$ cat src/rtl/nsc_pkg.sv
// ----------------------------------------------------------------------------
// nsc_pkg
// Shared types, codes and character helpers for the NMEA sentence checker.
// ----------------------------------------------------------------------------
package nsc_pkg;

  localparam int unsigned TypeDepth  = 5;
  localparam int unsigned CheckDepth = 2;

  localparam logic [7:0] HeadReset = 8'd36;
  localparam logic [7:0] TailReset = 8'd10;

  localparam logic [7:0] ChStar  = 8'h2A;
  localparam logic [7:0] ChComma = 8'h2C;

  localparam logic [0:0] CFG_HEAD = 1'b0;
  localparam logic [0:0] CFG_TAIL = 1'b1;

  localparam logic [1:0] STATUS_OK        = 2'd0;
  localparam logic [1:0] STATUS_MALFORMED = 2'd1;
  localparam logic [1:0] STATUS_MISMATCH  = 2'd2;
  localparam logic [1:0] STATUS_UNKNOWN   = 2'd3;

  localparam logic [1:0] MSG_NONE = 2'd0;
  localparam logic [1:0] MSG_RMC  = 2'd1;
  localparam logic [1:0] MSG_GGA  = 2'd2;
  localparam logic [1:0] MSG_GSA  = 2'd3;

  // star_count saturates at two, type_length at six, check_length at three
  localparam logic [1:0] StarSat      = 2'd2;
  localparam logic [2:0] TypeLenSat   = 3'd6;
  localparam logic [1:0] CheckLenSat  = 2'd3;

  typedef struct packed {
    logic [1:0]                     star_count;
    logic [7:0]                     running_xor;
    logic [TypeDepth-1:0][7:0]      type_chars;
    logic [2:0]                     type_length;
    logic [CheckDepth-1:0][7:0]     check_chars;
    logic [1:0]                     check_length;
  } frame_t;

  function automatic logic is_space(input logic [7:0] b);
    return b inside {8'h20, [8'h09:8'h0D]};
  endfunction

  function automatic logic [7:0] hex_char(input logic [3:0] v);
    if (v < 4'd10) begin
      return 8'h30 + {4'd0, v};
    end
    return 8'h41 + {4'd0, v} - 8'd10;
  endfunction

  function automatic logic [1:0] name_code(input logic [7:0] c0, input logic [7:0] c1,
                                           input logic [7:0] c2);
    if (c0 == "R" && c1 == "M" && c2 == "C") begin
      return MSG_RMC;
    end
    if (c0 == "G" && c1 == "G" && c2 == "A") begin
      return MSG_GGA;
    end
    if (c0 == "G" && c1 == "S" && c2 == "A") begin
      return MSG_GSA;
    end
    return MSG_NONE;
  endfunction

  // optional GP/GL/GN talker prefix ahead of the three-letter name
  function automatic logic [1:0] classify(input logic [TypeDepth-1:0][7:0] ch,
                                          input logic [2:0] len);
    if (len == 3'd3) begin
      return name_code(ch[0], ch[1], ch[2]);
    end
    if (len == 3'd5 && ch[0] == "G" && (ch[1] == "P" || ch[1] == "L" || ch[1] == "N")) begin
      return name_code(ch[2], ch[3], ch[4]);
    end
    return MSG_NONE;
  endfunction

endpackage

$ cat src/rtl/nmea_sentence_checker_unit.sv
// ----------------------------------------------------------------------------
// nmea_sentence_checker_unit
// NMEA 0183 sentence framing, checksum check and message type recognition.
// ----------------------------------------------------------------------------
// One received byte is taken per clock cycle, back to back, while no result is
// held. Each byte is registered in an input register, updates the sentence
// state in one pass and, when it is the tail byte of a framed sentence, loads
// the result register. A held result stalls the byte in the input register;
// one more byte is still taken while a result waits. The user must write head
// and tail characters only while idle; the block itself does not enforce it.
module nmea_sentence_checker_unit (
  input  logic       clk,
  input  logic       rst_n,
  input  logic       cfg_we,
  input  logic [0:0] cfg_index,
  input  logic [7:0] cfg_wdata,
  input  logic       in_valid,
  output logic       in_ready,
  input  logic [7:0] in_rx_byte,
  output logic       out_valid,
  input  logic       out_ready,
  output logic [1:0] out_status,
  output logic [1:0] out_msg_type,
  output logic [7:0] out_computed_sum
);

  logic [7:0]      head_r;
  logic [7:0]      tail_r;
  logic            byte_valid_r;
  logic [7:0]      byte_r;
  logic            advance;
  logic            step;
  logic            done;
  nsc_pkg::frame_t frame;

  always_ff @(posedge clk) begin
    if (!rst_n) begin
      head_r <= nsc_pkg::HeadReset;
      tail_r <= nsc_pkg::TailReset;
    end else if (cfg_we) begin
      case (cfg_index)
        nsc_pkg::CFG_HEAD: head_r <= cfg_wdata;
        nsc_pkg::CFG_TAIL: tail_r <= cfg_wdata;
        default: ;
      endcase
    end
  end

  assign advance  = !out_valid || out_ready;
  assign step     = byte_valid_r && advance;
  assign in_ready = !byte_valid_r || advance;

  always_ff @(posedge clk) begin
    if (!rst_n) begin
      byte_valid_r <= 1'b0;
    end else if (in_ready) begin
      byte_valid_r <= in_valid;
    end
  end

  always_ff @(posedge clk) begin
    if (in_valid && in_ready) begin
      byte_r <= in_rx_byte;
    end
  end

  nsc_frame u_frame (
    .clk       (clk),
    .rst_n     (rst_n),
    .step      (step),
    .rx_byte   (byte_r),
    .head_char (head_r),
    .tail_char (tail_r),
    .done      (done),
    .frame     (frame)
  );

  nsc_eval u_eval (
    .clk              (clk),
    .rst_n            (rst_n),
    .done             (done),
    .frame            (frame),
    .out_ready        (out_ready),
    .out_valid        (out_valid),
    .out_status       (out_status),
    .out_msg_type     (out_msg_type),
    .out_computed_sum (out_computed_sum)
  );

`ifndef SYNTHESIS
  a_type_only_when_ok: assert property (@(posedge clk) disable iff (!rst_n)
    out_valid && out_status != nsc_pkg::STATUS_OK |-> out_msg_type == nsc_pkg::MSG_NONE)
    else $error("message type reported with a failing status");

  a_ok_has_type: assert property (@(posedge clk) disable iff (!rst_n)
    out_valid && out_status == nsc_pkg::STATUS_OK |-> out_msg_type != nsc_pkg::MSG_NONE)
    else $error("ok status without a recognized message type");

  a_stall_only_on_held_result: assert property (@(posedge clk) disable iff (!rst_n)
    !in_ready |-> out_valid && !out_ready)
    else $error("input stalled while the result register is free");

  a_no_result_overwrite: assert property (@(posedge clk) disable iff (!rst_n)
    out_valid && !out_ready |=> out_valid && $stable(out_computed_sum))
    else $error("held result lost or overwritten");
`endif

endmodule

$ cat src/rtl/nsc_frame.sv
// ----------------------------------------------------------------------------
// nsc_frame
// Sentence framing and per-byte state update: checksum, token and check part.
// ----------------------------------------------------------------------------
module nsc_frame (
  input  logic              clk,
  input  logic              rst_n,
  input  logic              step,
  input  logic [7:0]        rx_byte,
  input  logic [7:0]        head_char,
  input  logic [7:0]        tail_char,
  output logic              done,
  output nsc_pkg::frame_t   frame
);

  logic            in_sentence_r, in_sentence_nxt;
  logic            seen_text_r, seen_text_nxt;
  logic            type_closed_r, type_closed_nxt;
  logic            check_spaced_r, check_spaced_nxt;
  logic [1:0]      star_count_r, star_count_nxt;
  logic [7:0]      running_xor_r, running_xor_nxt;
  logic [2:0]      type_length_r, type_length_nxt;
  logic [1:0]      check_length_r, check_length_nxt;
  logic [nsc_pkg::TypeDepth-1:0][7:0]  type_chars_r, type_chars_nxt;
  logic [nsc_pkg::CheckDepth-1:0][7:0] check_chars_r, check_chars_nxt;

  assign frame.star_count   = star_count_r;
  assign frame.running_xor  = running_xor_r;
  assign frame.type_chars   = type_chars_r;
  assign frame.type_length  = type_length_r;
  assign frame.check_chars  = check_chars_r;
  assign frame.check_length = check_length_r;

  assign done = step && in_sentence_r && (rx_byte == tail_char);

  always_comb begin
    in_sentence_nxt  = in_sentence_r;
    seen_text_nxt    = seen_text_r;
    type_closed_nxt  = type_closed_r;
    check_spaced_nxt = check_spaced_r;
    star_count_nxt   = star_count_r;
    running_xor_nxt  = running_xor_r;
    type_length_nxt  = type_length_r;
    check_length_nxt = check_length_r;
    type_chars_nxt   = type_chars_r;
    check_chars_nxt  = check_chars_r;
    if (!in_sentence_r) begin
      if (rx_byte == head_char) begin
        in_sentence_nxt  = 1'b1;
        seen_text_nxt    = 1'b0;
        type_closed_nxt  = 1'b0;
        check_spaced_nxt = 1'b0;
        star_count_nxt   = 2'd0;
        running_xor_nxt  = 8'd0;
        type_length_nxt  = 3'd0;
        check_length_nxt = 2'd0;
      end
    end else if (rx_byte == tail_char) begin
      in_sentence_nxt = 1'b0;
    end else if (seen_text_r || !nsc_pkg::is_space(rx_byte)) begin
      seen_text_nxt = 1'b1;
      if (star_count_r == 2'd0) begin
        if (rx_byte == nsc_pkg::ChStar) begin
          star_count_nxt  = 2'd1;
          type_closed_nxt = 1'b1;
        end else begin
          running_xor_nxt = running_xor_r ^ rx_byte;
          if (!type_closed_r) begin
            if (rx_byte == nsc_pkg::ChComma) begin
              type_closed_nxt = 1'b1;
            end else begin
              for (int i = 0; i < nsc_pkg::TypeDepth; i++) begin
                if (type_length_r == 3'(i)) begin
                  type_chars_nxt[i] = rx_byte;
                end
              end
              if (type_length_r < nsc_pkg::TypeLenSat) begin
                type_length_nxt = type_length_r + 3'd1;
              end
            end
          end
        end
      end else if (rx_byte == nsc_pkg::ChStar) begin
        star_count_nxt = nsc_pkg::StarSat;
      end else if (nsc_pkg::is_space(rx_byte)) begin
        check_spaced_nxt = 1'b1;
      end else if (check_spaced_r) begin
        check_length_nxt = nsc_pkg::CheckLenSat;
      end else begin
        if (check_length_r < 2'd2) begin
          check_chars_nxt[check_length_r[0]] = rx_byte;
        end
        if (check_length_r < nsc_pkg::CheckLenSat) begin
          check_length_nxt = check_length_r + 2'd1;
        end
      end
    end
  end

  always_ff @(posedge clk) begin
    if (!rst_n) begin
      in_sentence_r  <= 1'b0;
      seen_text_r    <= 1'b0;
      type_closed_r  <= 1'b0;
      check_spaced_r <= 1'b0;
      star_count_r   <= 2'd0;
      running_xor_r  <= 8'd0;
      type_length_r  <= 3'd0;
      check_length_r <= 2'd0;
    end else if (step) begin
      in_sentence_r  <= in_sentence_nxt;
      seen_text_r    <= seen_text_nxt;
      type_closed_r  <= type_closed_nxt;
      check_spaced_r <= check_spaced_nxt;
      star_count_r   <= star_count_nxt;
      running_xor_r  <= running_xor_nxt;
      type_length_r  <= type_length_nxt;
      check_length_r <= check_length_nxt;
    end
  end

  always_ff @(posedge clk) begin
    if (step) begin
      type_chars_r  <= type_chars_nxt;
      check_chars_r <= check_chars_nxt;
    end
  end

endmodule

$ cat src/rtl/nsc_eval.sv
// ----------------------------------------------------------------------------
// nsc_eval
// Verdict at the tail byte and the result register of the output channel.
// ----------------------------------------------------------------------------
module nsc_eval (
  input  logic              clk,
  input  logic              rst_n,
  input  logic              done,
  input  nsc_pkg::frame_t   frame,
  input  logic              out_ready,
  output logic              out_valid,
  output logic [1:0]        out_status,
  output logic [1:0]        out_msg_type,
  output logic [7:0]        out_computed_sum
);

  logic       out_valid_r;
  logic [1:0] status_r, status_nxt;
  logic [1:0] msg_type_r, msg_type_nxt;
  logic [7:0] sum_r;
  logic [1:0] type_code;

  assign type_code = nsc_pkg::classify(frame.type_chars, frame.type_length);

  always_comb begin
    msg_type_nxt = nsc_pkg::MSG_NONE;
    if (frame.star_count != 2'd1 || frame.check_length == 2'd0) begin
      status_nxt = nsc_pkg::STATUS_MALFORMED;
    end else if (frame.check_length != 2'd2 ||
                 frame.check_chars[0] != nsc_pkg::hex_char(frame.running_xor[7:4]) ||
                 frame.check_chars[1] != nsc_pkg::hex_char(frame.running_xor[3:0])) begin
      status_nxt = nsc_pkg::STATUS_MISMATCH;
    end else if (type_code == nsc_pkg::MSG_NONE) begin
      status_nxt = nsc_pkg::STATUS_UNKNOWN;
    end else begin
      status_nxt   = nsc_pkg::STATUS_OK;
      msg_type_nxt = type_code;
    end
  end

  always_ff @(posedge clk) begin
    if (!rst_n) begin
      out_valid_r <= 1'b0;
    end else if (done) begin
      out_valid_r <= 1'b1;
    end else if (out_ready) begin
      out_valid_r <= 1'b0;
    end
  end

  always_ff @(posedge clk) begin
    if (done) begin
      status_r   <= status_nxt;
      msg_type_r <= msg_type_nxt;
      sum_r      <= frame.running_xor;
    end
  end

  assign out_valid        = out_valid_r;
  assign out_status       = status_r;
  assign out_msg_type     = msg_type_r;
  assign out_computed_sum = sum_r;

endmodule
$ cat config.mk
export PLATFORM = sky130hd
export DESIGN_NAME = nmea_sentence_checker_unit
export DESIGN_NICKNAME = d
export VERILOG_FILES = /design/src/rtl/nsc_pkg.sv /design/src/rtl/nmea_sentence_checker_unit.sv /design/src/rtl/nsc_frame.sv /design/src/rtl/nsc_eval.sv
export SDC_FILE = /design/constraint.sdc
export NUM_CORES = 1
export LEC_CHECK = 0
export BUFFER_PORTS_ARGS = -buffer_cell sky130_fd_sc_hd__buf_2
export CAP_MARGIN = 30
export CORE_ASPECT_RATIO = 1.25
export CORE_UTILIZATION = 64
export DETAILED_ROUTE_END_ITERATION = 10
export PLACE_DENSITY = 0.87
export SYNTH_ARGS = -nofsm -noshare
export SYNTH_HDL_FRONTEND = slang
export SYNTH_SLANG_ARGS = --single-unit
$ cat constraint.sdc
create_clock -name clk -period 7.8 [get_ports clk]
set_clock_uncertainty 0.1 [all_clocks]
set_input_delay 1.56 -clock clk [delete_from_list [all_inputs] [get_ports clk]]
set_output_delay 1.56 -clock clk [all_outputs]
set_load 0.005 [all_outputs]
==> results of run 1 <==
## worst min path at each step
stage	cells after the start	slack, ps	to	startpoint
floorplan	0	310	u_eval.out_computed_sum[3]$_DFFE_PP_	u_frame.running_xor_r[3]$_SDFFE_PN0P_
global placement	2	360	head_r[0]$_SDFFE_PN0P_	head_r[0]$_SDFFE_PN0P_
detailed placement	2	360	head_r[0]$_SDFFE_PN0P_	head_r[0]$_SDFFE_PN0P_
CTS	2	370	head_r[0]$_SDFFE_PN0P_	head_r[0]$_SDFFE_PN0P_
global route	2	390	head_r[0]$_SDFFE_PN0P_	head_r[0]$_SDFFE_PN0P_
finish	2	370	head_r[0]$_SDFFE_PN0P_	head_r[0]$_SDFFE_PN0P_
## routing by layer
layer,up-vias,wire [microns],GRT usage [%]
met5,-,0,0
met4,0,270,15.8
met3,27,815,8.60
met2,196,5640,50.8
met1,1739,4330,34.4
li1,1674,-,-
## state kept, by name (all words and copies together), names as in the netlist
signal,flops
u_frame.star_count_r,2
u_frame.running_xor_r,8
u_frame.in_sentence_r,1
u_frame.seen_text_r,1
u_eval.out_computed_sum,8
byte_valid_r,1
head_r,8
u_frame.type_closed_r,1
u_eval.out_msg_type,2
u_eval.out_valid,1
u_frame.check_spaced_r,1
u_eval.out_status,2
byte_r,8
u_frame.type_length_r,3
u_frame.check_length_r,2
tail_r,8
u_frame.frame,56
## kinds of logic after synthesis
logic type / count (synthesis) / synth area share [%]
compound gates: 75 / 10.3
xor+xnor: 27 / 4.74
fa+ha+maj: 10 / 2.51
buf+inv: 32 / 2.48
flops: 113 / 60.6
mux: 7 / 1.40
simple gates: 169 / 18.0
## area by class of cell
class	count	share of cell area [%]
flip-flops and latches	113	51.6
multi-input cells	288	31.5
clock buffers	23	9.05
repair buffers	37	3.24
well taps	92	1.96
clock inverters	9	1.49
inverters	19	1.22
## critical path, delay by kind of cell
kind                   cells  cell delay (ps)
AND/OR/NAND/NOR            1              170
buffers and inverters      2              240
## cells in the final DEF (no fill, tap or decap), types with 5 or more instances in the layout
master and count:
nand3_1 17, edfxtp_1 76, xor2_1 12, nor4_1 5, nor2b_1 7, ha_1 10, xnor2_1 15, nor4b_1 6
nor3_1 7, clkbuf_16 19, mux2i_1 7, buf_2 35, a21oi_1 31, nand2_1 66, dfxtp_1 37, o21ai_0 9
nor2_1 19, and2_1 11, inv_1 18
## cell usage after synthesis (5+ instances only)
cell type / instances
edfxtp_1: 76
nand2_1: 66
dfxtp_1: 37
a21oi_1: 31
nor2_1: 19
inv_1: 18
nand3_1: 17
xnor2_1: 15
xor2_1: 12
and2_1: 11
ha_1: 10
clkbuf_1: 9
o21ai_0: 9
mux2i_1: 7
nor2b_1: 7
nor3_1: 7
nor4b_1: 6
nor4_1: 5
## where the power goes
group / switching [mW] / leakage (nW) / internal [mW]
Clock: 0.274 / 0.299 / 0.506
Combinational: 0.0265 / 0.808 / 0.0172
Sequential: 0.0206 / 0.973 / 0.649
Total: 0.321 / 2.08 / 1.17
## through the flow
stage / setup WS (ps) / hold slack [ps] / utilization (%) / cells
after floorplan: 4150 / 306 / - / 433
after global placement: 4060 / 357 / 70.4 / 549
after detailed placement: 3990 / 360 / 70.4 / 549
final: 4160 / 368 / 78.7 / 581
after CTS: 4160 / 368 / 78.7 / 581
after global routing: 4120 / 391 / 78.7 / 581
==> results by group, run 1 <==
Run status
  – Status: complete, no violations

Synthesis
  – Post-synthesis cell type count: 56
  – EDFF count, synth: 76
  – Top cell type by total area after synthesis: edfxtp_1
  – Sequential share of the synthesized area: between 60% and 70%
  – Post-Synthesis Cells: approximately 430
  – Share of the synthesized area in the top cell type: 45.7%
  – Syn avg cell area: 11.5 sq um
  – Main flop type after synthesis: edfxtp_1
  – Seq cells post-synth: ~110
  – Ranking of synthesized cells by area: edfxtp_1, dfxtp_1, nand2_1
  – Mapped Area: ~5000 sq um
  – Yosys warnings: 0
  – Mapped Nets: ~470
  – Asr flop ratio synth: 0%

Layout
  – Syn-to-layout area delta: 17.4%
  – Share of cells above drive strength 1: 15.5%
  – Post-route cell area: between 5000 and 6000 sq um
  – Multi-input logic area: roughly 1800 sq um
  – Filler cell count: around 430
  – Final nets: 508
  – Register area: approximately 3000 sq um
  – Diodes inserted: 0

Floorplanning
  – Starting density of the core: about two thirds
  – Rows: 35
  – Die height: just over 100 microns
  – Core Region: between 7000 and 8000 sq um
  – Die width: ~81 microns
  – Num ports: 36
  – DIE AREA: just over 8000 sq um

Timing
  – Tcrit/Tclk final: approximately 47%
  – Final setup fails: 0
  – Minimum clock period: 3640 ps
  – Fmax: between 200 and 300 MHz
  – Worst-margin pin slew: 1060 ps
  – Final Hold Viols: 0
  – Max transition margin: 28.4%
  – Pins Over Slew Limit: 0
  – Final setup TNS: 0 ps
  – Unrepaired setup endpoints after global routing: no

Critical path
  – Setup CP Type: primary input to primary output
  – CP peak stage delay: around 170 ps
  – Worst R2R Start: byte_r[1]$_DFFE_PP_
  – End of the critical path: in_ready
  – FF-to-FF setup slack: 4710 ps
  – CP most frequent cell: buf_2
  – R2R depth: 6
  – CP Data Arrival Time: between 1500 and 2000 ps
  – Worst EP required: 6140 ps
  – Worst-path fanout max: 3
  – Startpoint Class: primary input
  – CP Capture Type: primary output
  – Slowest-stage cell, CP: nand3b_1
  – Crit path from: out_ready
  – Cell Chain, Critical Path: buf_2 > nand3b_1 > buf_2
  – R2r endpoint: u_frame.frame[40]$_DFFE_PP_

CTS
  – CTS buffer count: 17
  – Clk pin slew, worst setup/hold paths: 60 ps
  – Root Driver: clkbuf_8
  – Worst skew pair latency: 520 ps
  – Sink Count: approximately 110
  – CTS HTree Levels: 4
  – TritonCTS clock tree: done
  – Post_cts resized: 0
  – Postcts setup bufs: 0
  – Clock Path Buffers: 2
  – Hold_buf cts: 0

Detailed routing
  – Post-detailed-route DRC marker count: 0
  – Vias/cell: around 6.3
  – Vias after detailed routing: 3636
  – Total detailed-routing wirelength: 11100 microns
  – Post-route ant nets: 0
  – DRT iter0 DRCs: roughly 230
  – Drt pass-1 iters: 5
  – Routed WL per cell: between 15 and 20 microns

Hold path
  – Worst Hold Class: flop to flop

Power and ir drop
  – Leakage power: roughly 2.1 nW
  – Worst VDD drop: roughly 0.0002 V
  – Tot Pwr: about 1.5 mW
  – PwrDens: 255 nW/um^2

Place
  – DP Area: around 5200 sq um
  – Final GP Congestion: between 0.8 and 0.9
  – PortBufs: 35
  – DP HPWL: between 6000 and 7000 microns

Global route
  – First-pass GRT wire length: 17500 microns
  – Vias in the first global route: approximately 3600
  – Grt ovf: 0
  – Largest net degree at the start of global routing: 18
  – All-Layer GR Usage: between 30% and 40%
  – Initial antenna violation count: 0

Run
  – Max Cap Viol: 0
Power figures use the tool's default switching activity.
==> run 2, diff against run 1 <==
--- a/config.mk
+++ b/config.mk
@@ -8,9 +8,9 @@
 export BUFFER_PORTS_ARGS = -buffer_cell sky130_fd_sc_hd__buf_2
 export CAP_MARGIN = 30
 export CORE_ASPECT_RATIO = 1.25
-export CORE_UTILIZATION = 64
+export CORE_UTILIZATION = 54
 export DETAILED_ROUTE_END_ITERATION = 10
-export PLACE_DENSITY = 0.87
+export PLACE_DENSITY = 0.78
 export SYNTH_ARGS = -nofsm -noshare
 export SYNTH_HDL_FRONTEND = slang
 export SYNTH_SLANG_ARGS = --single-unit
==> constraint.sdc (replaced) <==
create_clock -name clk -period 3.1 [get_ports clk]
set_clock_uncertainty 0.1 [all_clocks]
set_input_delay 0.62 -clock clk [delete_from_list [all_inputs] [get_ports clk]]
set_output_delay 0.62 -clock clk [all_outputs]
set_load 0.005 [all_outputs]
==> results by group, run 2 (synthesized netlist as in run 1, its figures left out) <==
CTS
  – Sink Count: 113 (unchanged)
  – Post_cts resized: 0 (unchanged)
  – Hold_buf cts: 0 (unchanged)
  – Clock Path Buffers: 2 (unchanged)
  – TritonCTS clock tree: done (unchanged)
  – Clk pin slew, worst setup/hold paths: 60 ps (about the same)
  – Postcts setup bufs: 0 (unchanged)
  – Worst skew pair latency: 520 ps (about the same)
  – CTS buffer count: 17 (unchanged)
  – CTS HTree Levels: 4 (unchanged)
  – Root Driver: clkbuf_8 (unchanged)

Critical path
  – CP Capture Type: flop (was primary output)
  – Cell Chain, Critical Path: or3_1 > nand3_1 > a21oi_2 > or3_1 > nor3_1 > and2_1 (was buf_2 > nand3b_1 > buf_2)
  – Worst R2R Start: byte_r[2]$_DFFE_PP_ (was byte_r[1]$_DFFE_PP_)
  – Crit path from: byte_r[2]$_DFFE_PP_ (was out_ready)
  – FF-to-FF setup slack: 290 ps (was 4710 ps)
  – CP Data Arrival Time: 2880 ps (was 1980 ps)
  – End of the critical path: u_frame.frame[40]$_DFFE_PP_ (was in_ready)
  – Setup CP Type: flop to flop (was primary input to primary output)
  – Worst EP required: 3170 ps (was 6140 ps)
  – R2r endpoint: u_frame.frame[40]$_DFFE_PP_ (unchanged)
  – CP most frequent cell: or3_1 (was buf_2)
  – Startpoint Class: flop (was primary input)
  – Crit path depth: 6 (was 3)
  – Family with the most delay on the worst path: simple AND/OR/NAND/NOR gates (was buffers and inverters)
  – Crit path buf inv count: 0 (was 2)
  – CP peak stage delay: 540 ps (was 170 ps)
  – Slowest-stage cell, CP: edfxtp_1 (was nand3b_1)
  – Worst-path fanout max: 10 (was 3)
  – R2R depth: 6 (unchanged)

Power and ir drop
  – Worst VDD drop: 0.000441 V (was 0.000201 V)
  – Leakage power: 2.10 nW (was 2.08 nW)
  – PwrDens: 621 nW/um^2 (was 255 nW/um^2)
  – Clock power frac: 51.1% (was 52.2%)
  – Comb pwr share: 3.7% (was 2.9%)
  – P_sw: 790 uW (was 321 uW)
  – Internal: 2.90 mW (was 1.17 mW)
  – Switching share of power: 21.4% (was 21.5%)
  – Sequential share of power: 45.2% (was 44.8%)

Layout
  – Max reg flops: 56 (unchanged)
  – Diodes inserted: 0 (unchanged)
  – Syn-to-layout area delta: 19.0% (was 17.4%)
  – Filler cell count: 682 (was 428)
  – Multi-input logic area: 1840 sq um (unchanged)
  – Final Util: 67.1% (was 78.7%)
  – Most frequent cells in the layout: edfxtp_1, nand2_1, dfxtp_1, buf_2, a21oi_1 (unchanged)
  – Post-route cell area: 5940 sq um (was 5860 sq um)
  – Final nets: 518 (was 508)
  – Commonest non-fill, non-tap cell in the layout: edfxtp_1 (unchanged)
  – Share of cells above drive strength 1: 17.0% (was 15.5%)
  – Register area: 3020 sq um (unchanged)

Timing
  – Tcrit/Tclk final: 90.6%
  – Final setup fails: 0 (unchanged)
  – Worst-margin pin slew: 577 ps (was 1060 ps)
  – Pins Over Slew Limit: 0 (unchanged)
  – Final Hold Viols: 0 (unchanged)
  – Final setup TNS: 0 ps (unchanged)
  – Final worst setup slack: 290 ps (was 4160 ps)
  – Unrepaired setup endpoints after global routing: no (unchanged)
  – Max transition margin: 61.4% (was 28.4%)
  – Minimum clock period: between 2000 and 3000 ps
  – Fmax: between 300 and 400 MHz

Floorplanning
  – DIE AREA: 9630 sq um (was 8160 sq um)
  – Die width: 88.0 microns (was 81.0 microns)
  – Num ports: 36 (unchanged)
  – Core Region: 8840 sq um (was 7440 sq um)
  – Rows: 38 (was 35)
  – Die height: 109 microns (was 101 microns)
  – Starting density of the core: 56.4% (was 67.0%)

Place
  – DP HPWL: 7450 microns (was 6950 microns)
  – Pre-CTS setup slack: 269 ps (was 3990 ps)
  – Final GP Congestion: 0.911 (was 0.862)
  – DP Area: 5350 sq um (was 5240 sq um)
  – PortBufs: 35 (unchanged)

Detailed routing
  – Drt pass-1 iters: 5 (unchanged)
  – Routed WL per cell: 17.7 microns (was 19.0 microns)
  – Metal-1 WL: 4340 microns (was 4330 microns)
  – Vias after detailed routing: 3613 (was 3636)
  – Total detailed-routing wirelength: 11000 microns (was 11100 microns)
  – Met2 wire len: 5620 microns (was 5640 microns)
  – Post-detailed-route DRC marker count: 0 (unchanged)
  – DRT iter0 DRCs: 228 (was 229)
  – Vias/cell: 5.84 (was 6.26)
  – Met3 Wirelength: 659 microns (was 815 microns)
  – Post-route ant nets: 0 (unchanged)
  – Highest Signal Layer: met4 (unchanged)

Global route
  – Largest net degree at the start of global routing: 17 (was 18)
  – Grt ovf: 0 (unchanged)
  – Vias in the first global route: 3550 (was 3561)
  – All-Layer GR Usage: 25.1% (was 30.2%)
  – Initial antenna violation count: 0 (unchanged)
  – First-pass GRT wire length: 17600 microns (was 17500 microns)

Hold path
  – Worst Hold Class: primary input to flop (was flop to flop)

Run status
  – Status: complete, no violations (unchanged)

Run
  – Max Cap Viol: 0 (unchanged)
==> run 2: final cells by class <==
cell class	count	share of cell area [%]
sequential	113	50.9
multi-input combinational	288	31.1
clock buffer	17	6.98
timing repair buffer	47	4.47
clock inverter	15	2.85
tap	120	2.53
inverter	19	1.20
==> run 2: how the worst min path moves through the flow <==
stage | slack [ps] | cells after the start | end | start
after floorplan | 310 | 0 | u_eval.out_computed_sum[3]$_DFFE_PP_ | u_frame.running_xor_r[3]$_SDFFE_PN0P_
after global placement | 360 | 2 | u_frame.type_closed_r$_SDFFE_PN0P_ | u_frame.type_closed_r$_SDFFE_PN0P_
after detailed placement | 370 | 2 | head_r[1]$_SDFFE_PN0P_ | head_r[1]$_SDFFE_PN0P_
after CTS | 160 | 1 | byte_r[5]$_DFFE_PP_ | in_rx_byte[5]
after global routing | 170 | 1 | byte_r[5]$_DFFE_PP_ | in_rx_byte[5]
final | 180 | 1 | byte_r[5]$_DFFE_PP_ | in_rx_byte[5]
==> run 2: per-stage QoR <==
stage               hold WS (ps)  power, mW  cells
detailed placement           366       1.83    587
global placement             357       1.83    587
CTS                          163       3.70    619
global route                 167       3.79    619
floorplan                    306       1.77    433
finish                       183       3.69    619
==> run 2: routing by layer <==
metal	GRT usage [%]	vias up
li1	-	1699
met2	42.4	157
met1	29.5	1726
met5	0	-
met3	6.53	31
met4	12.6	0
==> run 2: power by group through the flow <==
| stage | registers (mW) | clock network [mW] | logic [mW] |
|---|---|---|---|
| CTS | 1.67 | 1.90 | 0.134 |
| global placement | 1.70 | 0 | 0.130 |
| detailed placement | 1.70 | 0 | 0.133 |
| floorplan | 1.69 | 0 | 0.0847 |
| global route | 1.67 | 1.97 | 0.150 |
| finish | 1.67 | 1.89 | 0.135 |
==> run 3, diff against run 2 <==
--- a/config.mk
+++ b/config.mk
@@ -8,9 +8,9 @@
 export BUFFER_PORTS_ARGS = -buffer_cell sky130_fd_sc_hd__buf_2
 export CAP_MARGIN = 30
 export CORE_ASPECT_RATIO = 1.25
-export CORE_UTILIZATION = 54
+export CORE_UTILIZATION = 60
 export DETAILED_ROUTE_END_ITERATION = 10
-export PLACE_DENSITY = 0.78
+export PLACE_DENSITY = 0.82
 export SYNTH_ARGS = -nofsm -noshare
 export SYNTH_HDL_FRONTEND = slang
 export SYNTH_SLANG_ARGS = --single-unit
==> constraint.sdc (replaced) <==
create_clock -name clk -period 2.8 [get_ports clk]
set_clock_uncertainty 0.1 [all_clocks]
set_input_delay 0.56 -clock clk [delete_from_list [all_inputs] [get_ports clk]]
set_output_delay 0.56 -clock clk [all_outputs]
set_load 0.005 [all_outputs]
==> results by group, run 3 (synthesized netlist as in run 1, its figures left out) <==
Detailed routing
  – Total detailed-routing wirelength: 11100 microns (was 11000 microns)
  – Vias after detailed routing: 3654 (was 3613)
  – DRT iter0 DRCs: 271 (was 228)
  – Vias/cell: 6.10 (was 5.84)
  – Post-detailed-route DRC marker count: 0 (unchanged)
  – Post-route ant nets: 0 (unchanged)
  – Routed WL per cell: 18.6 microns (was 17.7 microns)
  – Drt pass-1 iters: 5 (unchanged)

Power and ir drop
  – Comb pwr share: 4.1% (was 3.7%)
  – Leakage power: 2.15 nW (was 2.10 nW)
  – Switching share of power: 20.3% (was 21.4%)
  – Internal: 3.35 mW (was 2.90 mW)
  – Sequential share of power: 43.7% (was 45.2%)
  – Tot Pwr: 4.20 mW (was 3.69 mW)
  – P_sw: 851 uW (was 790 uW)
  – Worst VDD drop: 0.000551 V (was 0.000441 V)
  – Clock power frac: 52.2% (was 51.1%)
  – PwrDens: 703 nW/um^2 (was 621 nW/um^2)

Global route
  – Largest net degree at the start of global routing: 17 (unchanged)
  – First-pass GRT wire length: 17700 microns (was 17600 microns)
  – Initial antenna violation count: 0 (unchanged)
  – All-Layer GR Usage: 27.1% (was 25.1%)
  – Grt ovf: 0 (unchanged)
  – Vias in the first global route: 3606 (was 3550)

Layout
  – Diodes inserted: 0 (unchanged)
  – Final nets: 523 (was 518)
  – Syn-to-layout area delta: 19.6% (was 19.0%)
  – Finished Layout Cells: 599 (was 619)
  – Register area: 3020 sq um (unchanged)
  – Multi-input logic area: 1850 sq um (was 1840 sq um)
  – Commonest non-fill, non-tap cell in the layout: edfxtp_1 (unchanged)
  – Final Util: 75.3% (was 67.1%)
  – Max reg flops: 56 (unchanged)
  – Share of cells above drive strength 1: 17.7% (was 17.0%)
  – Most frequent cells in the layout: edfxtp_1, nand2_1, dfxtp_1, buf_2, a21oi_1 (unchanged)
  – Filler cell count: 491 (was 682)

Floorplanning
  – Num ports: 36 (unchanged)
  – Rows: 36 (was 38)
  – Die width: 83.6 microns (was 88.0 microns)
  – Die height: 104 microns (was 109 microns)
  – Starting density of the core: 63.0% (was 56.4%)
  – Core Region: 7930 sq um (was 8840 sq um)
  – DIE AREA: 8690 sq um (was 9630 sq um)

Place
  – DP HPWL: 7240 microns (was 7450 microns)
  – Inst Count DP: 567 (was 587)
  – PortBufs: 35 (unchanged)
  – Pre-CTS setup slack: 247 ps (was 269 ps)
  – Final GP Congestion: 0.845 (was 0.911)

CTS
  – Worst skew pair latency: 530 ps (was 520 ps)
  – CTS HTree Levels: 4 (unchanged)
  – Clk pin slew, worst setup/hold paths: 50 ps (was 60 ps)
  – CTS buffer count: 17 (unchanged)
  – Clock Path Buffers: 2 (unchanged)
  – Hold_buf cts: 0 (unchanged)
  – Sink Count: 113 (unchanged)
  – TritonCTS clock tree: done (unchanged)
  – Root Driver: clkbuf_8 (unchanged)

Timing
  – Fmax: 367 MHz (was 356 MHz)
  – Tcrit/Tclk final: 97.3% (was 90.6%)
  – Minimum clock period: 2720 ps (was 2810 ps)
  – Final setup fails: 0 (unchanged)
  – Final worst setup slack: 76.6 ps (was 290 ps)
  – Max transition margin: 64.7% (was 61.4%)
  – Pins Over Slew Limit: 0 (unchanged)
  – Worst-margin pin slew: 529 ps (was 577 ps)
  – Unrepaired setup endpoints after global routing: no (unchanged)
  – Final Hold Viols: 0 (unchanged)
  – Final setup TNS: 0 ps (unchanged)

Hold path
  – Worst Hold Class: primary input to flop (unchanged)

Critical path
  – Worst EP required: 2890 ps (was 3170 ps)
  – CP Data Arrival Time: 2810 ps (was 2880 ps)
  – Startpoint Class: flop (unchanged)
  – Worst-path fanout max: 10 (unchanged)
  – CP Capture Type: flop (unchanged)
  – Setup CP Type: flop to flop (unchanged)

Run
  – Max Cap Viol: 0 (unchanged)

Run status
  – Status: complete, no violations (unchanged)
## run 3: repair_timing
action                     CTS  global route
setup buffers                0             0
setup endpoints to repair    0             4
resized for setup            0             1
## run 3: power by group through the flow
stage,clock network (mW),logic [mW],registers [mW]
3_3_place_gp,0,0.161,1.87
6_report,2.19,0.170,1.84
5_1_grt,2.28,0.184,1.84
4_1_cts,2.19,0.168,1.84
3_5_place_dp,0,0.164,1.87
2_1_floorplan,0,0.0938,1.87
## run 3: cell type report
type	count	area share (%)
inverters	19	1.19
clock inverters	12	2.72
well taps	95	1.99
multi-input cells	288	30.9
flip-flops and latches	113	50.6
clock buffers	20	7.46
repair buffers	52	5.07
## run 3: per-stage QoR
| stage | hold slack (ps) | area [sq um] |
|---|---|---|
| after floorplan | 306 | 4990 |
| after global placement | 361 | 5360 |
| after detailed placement | 368 | 5360 |
| after CTS | 99.9 | 5970 |
| after global routing | 99.6 | 5970 |
| final | 108 | 5970 |
## run 3: layer usage
metal,global-route usage (%),vias to the layer above,wire length [microns]
li1,-,1704,-
met1,28.9,1722,4070
met2,47.4,187,5810
met3,8.89,41,848
met4,13.8,0,405
met5,0,-,0
## run 3: path summary, 6_finish.rpt
check | end | start | slack (ps) | depth (start not counted)
max | u_frame.frame[26]$_DFFE_PP_ | byte_r[3]$_DFFE_PP_ | 80 | 6
min | byte_r[5]$_DFFE_PP_ | in_rx_byte[5] | 110 | 1
max reg2reg | u_frame.frame[26]$_DFFE_PP_ | byte_r[3]$_DFFE_PP_ | 80 | 6
min reg2reg | tail_r[7]$_SDFFE_PN0P_ | tail_r[7]$_SDFFE_PN0P_ | 380 | 2
## run 3: worst max-delay path: stages (launching register included)
cell and delay, ps:
edfxtp_1 570, nor4b_1 240, nand3_1 220, a21oi_2 100, or3_1 420, nor3_1 330
and2_1 400
